--- src/sv/cat_pkg.sv ---
package cat_pkg;

	typedef enum logic [2:0] {
		ST_IDLE,
		ST_SQRT,
		ST_SETUP,
		ST_EMIT,
		ST_ROT1,
		ST_ROT2
	} cat_state_t;

	typedef struct packed {
		logic load;
		logic sqrt_step;
		logic setup;
		logic emit;
		logic rot_mul;
		logic rot_sum;
	} cat_cmd_t;

	typedef struct packed {
		logic drawable;
		logic sqrt_done;
		logic out_busy;
		logic emit_last;
		logic need_rotate;
	} cat_status_t;

	localparam logic [1:0] RING_CENTER = 2'd0;
	localparam logic [1:0] RING_INNER  = 2'd1;
	localparam logic [1:0] RING_OUTER  = 2'd2;

	function automatic logic signed [17:0] cos_rom(input logic [4:0] n);
		case (n)
			5'd3: cos_rom = -18'sd32768;
			5'd4: cos_rom = 18'sd0;
			5'd5: cos_rom = 18'sd20252;
			5'd6: cos_rom = 18'sd32768;
			5'd7: cos_rom = 18'sd40861;
			5'd8: cos_rom = 18'sd46341;
			5'd9: cos_rom = 18'sd50203;
			5'd10: cos_rom = 18'sd53020;
			5'd11: cos_rom = 18'sd55132;
			5'd12: cos_rom = 18'sd56756;
			5'd13: cos_rom = 18'sd58029;
			5'd14: cos_rom = 18'sd59046;
			5'd15: cos_rom = 18'sd59870;
			5'd16: cos_rom = 18'sd60547;
			5'd17: cos_rom = 18'sd61111;
			5'd18: cos_rom = 18'sd61584;
			5'd19: cos_rom = 18'sd61985;
			5'd20: cos_rom = 18'sd62328;
			5'd21: cos_rom = 18'sd62624;
			5'd22: cos_rom = 18'sd62881;
			5'd23: cos_rom = 18'sd63106;
			5'd24: cos_rom = 18'sd63303;
			5'd25: cos_rom = 18'sd63477;
			5'd26: cos_rom = 18'sd63632;
			5'd27: cos_rom = 18'sd63769;
			5'd28: cos_rom = 18'sd63893;
			5'd29: cos_rom = 18'sd64004;
			5'd30: cos_rom = 18'sd64104;
			5'd31: cos_rom = 18'sd64194;
			default: cos_rom = 18'sd0;
		endcase
	endfunction

	function automatic logic signed [17:0] sin_rom(input logic [4:0] n);
		case (n)
			5'd3: sin_rom = 18'sd56756;
			5'd4: sin_rom = 18'sd65536;
			5'd5: sin_rom = 18'sd62328;
			5'd6: sin_rom = 18'sd56756;
			5'd7: sin_rom = 18'sd51238;
			5'd8: sin_rom = 18'sd46341;
			5'd9: sin_rom = 18'sd42126;
			5'd10: sin_rom = 18'sd38521;
			5'd11: sin_rom = 18'sd35431;
			5'd12: sin_rom = 18'sd32768;
			5'd13: sin_rom = 18'sd30456;
			5'd14: sin_rom = 18'sd28435;
			5'd15: sin_rom = 18'sd26656;
			5'd16: sin_rom = 18'sd25080;
			5'd17: sin_rom = 18'sd23674;
			5'd18: sin_rom = 18'sd22415;
			5'd19: sin_rom = 18'sd21280;
			5'd20: sin_rom = 18'sd20252;
			5'd21: sin_rom = 18'sd19317;
			5'd22: sin_rom = 18'sd18464;
			5'd23: sin_rom = 18'sd17681;
			5'd24: sin_rom = 18'sd16962;
			5'd25: sin_rom = 18'sd16298;
			5'd26: sin_rom = 18'sd15684;
			5'd27: sin_rom = 18'sd15114;
			5'd28: sin_rom = 18'sd14583;
			5'd29: sin_rom = 18'sd14088;
			5'd30: sin_rom = 18'sd13626;
			5'd31: sin_rom = 18'sd13192;
			default: sin_rom = 18'sd0;
		endcase
	endfunction

endpackage

--- src/sv/cat_ctrl.sv ---
module cat_ctrl
	import cat_pkg::*;
(
	input  logic        clk,
	input  logic        arst_n,
	input  logic        in_valid,
	output logic        in_ready,
	input  cat_status_t status,
	output cat_cmd_t    cmd
);

	cat_state_t state_q, state_d;

	always_ff @(posedge clk or negedge arst_n) begin
		if (!arst_n) begin
			state_q <= ST_IDLE;
		end else begin
			state_q <= state_d;
		end
	end

	always_comb begin
		state_d = state_q;
		case (state_q)
			ST_IDLE: begin
				if (in_valid && status.drawable) state_d = ST_SQRT;
			end
			ST_SQRT: begin
				if (status.sqrt_done) state_d = ST_SETUP;
			end
			ST_SETUP: state_d = ST_EMIT;
			ST_EMIT: begin
				if (!status.out_busy) begin
					if (status.emit_last) state_d = ST_IDLE;
					else if (status.need_rotate) state_d = ST_ROT1;
				end
			end
			ST_ROT1: state_d = ST_ROT2;
			ST_ROT2: state_d = ST_EMIT;
			default: state_d = ST_IDLE;
		endcase
	end

	always_comb begin
		cmd = '0;
		in_ready = 1'b0;
		case (state_q)
			ST_IDLE: begin
				in_ready = 1'b1;
				cmd.load = in_valid;
			end
			ST_SQRT: cmd.sqrt_step = 1'b1;
			ST_SETUP: cmd.setup = 1'b1;
			ST_EMIT: cmd.emit = !status.out_busy;
			ST_ROT1: cmd.rot_mul = 1'b1;
			ST_ROT2: cmd.rot_sum = 1'b1;
			default: cmd = '0;
		endcase
	end

	a_ready_idle: assert property (@(posedge clk) disable iff (!arst_n)
		in_ready |-> state_q == ST_IDLE) else $error("ready outside idle");
	a_rot_seq: assert property (@(posedge clk) disable iff (!arst_n)
		state_q == ST_ROT1 |=> state_q == ST_ROT2) else $error("rotation split");
	a_setup_from_sqrt: assert property (@(posedge clk) disable iff (!arst_n)
		state_q == ST_SETUP |-> $past(state_q) == ST_SQRT) else $error("bad setup entry");

endmodule

--- config.mk ---
export PLATFORM = sky130hd
export DESIGN_NAME = cat_ctrl
export DESIGN_NICKNAME = d
export VERILOG_FILES = /design/src/sv/cat_pkg.sv /design/src/sv/cat_ctrl.sv
export SDC_FILE = /design/constraint.sdc
export NUM_CORES = 1
export LEC_CHECK = 0
export BUFFER_PORTS_ARGS = -buffer_cell sky130_fd_sc_hd__buf_2
export CORE_AREA = 2 2 39 41
export DETAILED_ROUTE_END_ITERATION = 10
export DIE_AREA = 0 0 41 43
export SLEW_MARGIN = 20
export SYNTH_ARGS = -nofsm -noshare
export SYNTH_HDL_FRONTEND = slang
export SYNTH_SLANG_ARGS = --single-unit
--- constraint.sdc ---
create_clock -name clk -period 1.6 [get_ports clk]
set_clock_uncertainty 0.15 [all_clocks]
set_input_delay 0.32 -clock clk [delete_from_list [all_inputs] [get_ports clk]]
set_output_delay 0.32 -clock clk [all_outputs]
set_load 0.1 [all_outputs]
[After elaboration in Yosys (flattened, before gate mapping)]
Index checks and enable logic that the tools add are counted.
Word-level totals
  register bits: 3
  input port bits: 8
  logic and storage cells: 28
  output and inout port bits: 7
Cells by class
  reduce and logical (&&, ||, !) cells: 5
  equal/unequal tests: 9
  multiplexer cells: 13
Operators with widths (number)
  2-to-1 mux 3 bit: 5
  one-hot mux 3 bit (5 select lines): 1
  2-to-1 mux 1 bit: 7
  equality test 3 x 2 -> 1 bit, second input constant: 2
  equality test 3 bit, second input constant: 2
  != test 2 bit, second input constant: 3
  AND reduction 4 bit: 1
  equality test 3 x 1 -> 1 bit, second input constant: 1
  zero test 3 bit: 1
  != test 3 bit, second input constant: 1
  OR reduction 2 bit: 1
  logical AND 1 bit: 1
  zero test 1 bit: 1

[Logic depth before layout (Yosys ltp)]
  depth after elaboration: 4
  depth in mapped cells: 4
  depth with buffers taken out: 3

[Worst setup path after synthesis]
No wires, ideal clock.
  path type: register -> output
  start point: register state_q[1]
  end point: output cmd[4] (netlist name)
  path buffers: 1
  stages on the path, launching flop included: 3
  setup slack: -1581 ps
  data arrival time: 2711 ps
  cell sequence: dfrtp_1 > buf_4 > nor3b_1
RTL lines
  start: declaration: line cat_ctrl.sv:12  | cat_state_t state_q, state_d;
  start signal: assignment: line cat_ctrl.sv:18  | state_q <= state_d;
  end: declaration: line cat_ctrl.sv:9  | output cat_cmd_t cmd

==> impl_metrics.toml <==
[worst_setup_path]
critical_path.reg2reg.startpoint = "state_q[0]$_DFFE_PN0P_"
kind_of_end_point_of_the_critical_path = "primary output"
rr_worst_depth = 4
setup.reg_to_reg.worst_slack_ns = 0.38
worst_ep_required_time_ns = 1.13
crit_arrival_ns = 1.24
cp_max_fo = 6
cp-start-kind = "flop"
setup.worst_path.class = "flop to primary output"
worst_r2r_endpoint = "state_q[0]$_DFFE_PN0P_"

[placed_design]
placed_area_um2 = 437
detailed_place_hpwl_um = 442
gp_congestion = 0.669
place.port_buffers = 14
dpl.cell_count = 53

[hold_path]
min_delay_worst_endpoint = "state_q[2]$_DFFE_PN0P_"
min_from = "status[0]"
worstHoldPathCells = 2
holdCritPathClass = "input port to flop"

[layout]
largest-register = "state_q"
final_area_um2 = 510
sequential_cell_area_um2 = 78.8
largest_registers = "state_q: 3 flops"
insertedDiodeCount = 0
number_of_flip_flops_under_the_largest_register_name = 3
fill_cells = 134
layoutNonFillerInstCount = 60
area_of_the_multi_input_gates_um2 = 174
flow.area_growth_from_synthesis_pct = 124
share_of_cells_above_drive_strength_1_pct = 75.0
nets = 53

[logic_synthesis]
netlist_instances = 24
synth_seq_cells = 3
share_of_synthesized_registers_carrying_an_async_set_or_reset_pct = 100
ys_types = 19
synth.cell_area_um2 = 228
leading_register_cell_type_out_of_synthesis = "dfrtp_1"
synthesis.nets = 32
netlist.top_cell.by_area = "dfrtp_1"
synth_top_area_share_pct = 33.0
ys_warn_count = 0
synth-seq-area-share_pct = 33.0
synthTopCellsByCount = "dfrtp_1 (3), nor2_1 (3), buf_4 (2)"
avgSynthCellArea_um2 = 9.49
yosys-top-cells-area = "dfrtp_1 (33%), buf_4 (6.6%), nor3b_2 (5.5%)"
synth_enable_flop_cells = 0

[clock_network]
clk-insertion-delay-late_ns = 0.24
clock-root-buffer = "clkbuf_4"
cts_sinks = 3
cts.htree.levels = 1
total_clock_buffers_created_by_cts = 3
cts_tree = "yes"
clock_tree.buffer_depth = 2
clk_pin_slew_worst_paths_ns = 0.04

[drt]
firstDrtPassIters = 1
wire_per_inst_um = 9.15
drc = 0
postRouteWirelength_um = 549
average_vias_per_placed_instance = 4.15
final_antenna_net_count = 0
first_iter_violations = 0
vias = 249

[status]
failed_checks = "negative setup slack"
run_status = "finished with violations"

[global_routing]
antenna_found_initial = 0
grt_use_total_pct = 8.44
grt-ovfl-total = 0
number_of_global_route_vias_before_repair = 229
grt_max_degree = 9
grt_first_pass_wirelength_um = 903

[floorplan]
initial_utilization_pct = 16.5
floorplan.die.height_um = 43
die_area_um2 = 1760
die_w_um = 41
num_rows = 14
io_pins = 15
core_area_um2 = 1380

[flow_run]
cap_viol_max_count = 0

[timing]
worst_slew_margin_rel_pct = 84.7
rsz0062_at_grt = "yes"
slew_viol_final = 0
max_freq_mhz = 584
hold_viol_final = 0
post-route-min-period_ns = 1.71
finalSetupViolations = 7
final_worst_path_setup_slack_ns = -0.111
period_share_pct = 107
tightest_slew_ns = 0.229
-- timing repair --
| item | CTS | global route |
|---|---|---|
| cloned | 0 | 0 |
| gates resized for setup | 6 | 0 |
| hold buffers | 1 | 0 |
| endpoints found under the hold margin | 3 | 0 |
| endpoints found under the setup margin | 7 | 7 |
| pin swaps | 3 | 1 |
| setup buffers | 2 | 0 |
-- cell families after synthesis --
| logic type | share of synthesized area, % |
|---|---|
| compound gates | 19.8 |
| flops | 33.0 |
| simple gates | 34.6 |
| buf+inv | 8.24 |
| mux | 4.40 |
-- metal layers --
layer  vias to the layer above  GRT usage, %  share of wire (%)
li1                        125             -                  -
met1                       117          9.68                 41
met2                         7          10.3                 52
met3                         0          3.14                6.2
met4                         0          10.0                  0
met5                         -             0                  0
-- layout by cell type, fill, tap and decap left out, types with 2 or more instances in the layout --
master / n
buf_4: 3
clkbuf_4: 3
dfrtp_2: 3
nor2_1: 2
buf_2: 7
buf_12: 7
nor2_4: 2
-- worst max-delay path, cell delays in order, from the launching register on --
cell and delay, ns:
dfrtp_2 0.47, nor3_4 0.19, and2_4 0.17, buf_12 0.16
-- area by class of cell --
| class | count | area share [%] |
|---|---|---|
| Inverter | 1 | 0.735 |
| Clock buffer | 4 | 5.15 |
| Timing Repair Buffer | 18 | 40.7 |
| Sequential cell | 3 | 15.4 |
| Tap cell | 16 | 3.92 |
| Multi-Input combinational cell | 18 | 34.1 |
-- worst max path at each step --
stage | start | endpoint | cells after the start
after floorplan | state_q[0]$_DFFE_PN0P_ | cmd[5] | 3
after detailed placement | state_q[0]$_DFFE_PN0P_ | cmd[5] | 3
after global routing | state_q[2]$_DFFE_PN0P_ | cmd[5] | 3
after CTS | state_q[1]$_DFFE_PN0P_ | cmd[5] | 3
final | state_q[1]$_DFFE_PN0P_ | cmd[5] | 3
after global placement | state_q[1]$_DFFE_PN0P_ | cmd[3] | 3
-- per-stage QoR --
step | setup slack (ns) | TNS [ns] | utilization, % | hold slack [ns]
4_1_cts | -0.121 | -0.562 | 36.9 | 0.196
2_1_floorplan | -0.670 | -2.98 | - | -0.126
3_5_place_dp | 0.0743 | 0 | 31.6 | -0.0313
6_report | -0.111 | -0.433 | 36.9 | 0.200
5_1_grt | -0.166 | -0.825 | 36.9 | 0.195
3_3_place_gp | 0.0795 | 0 | 31.6 | -0.0329
Power is not shown: default switching activity piles up to over one toggle a cycle in this logic, so the estimate is an artifact.
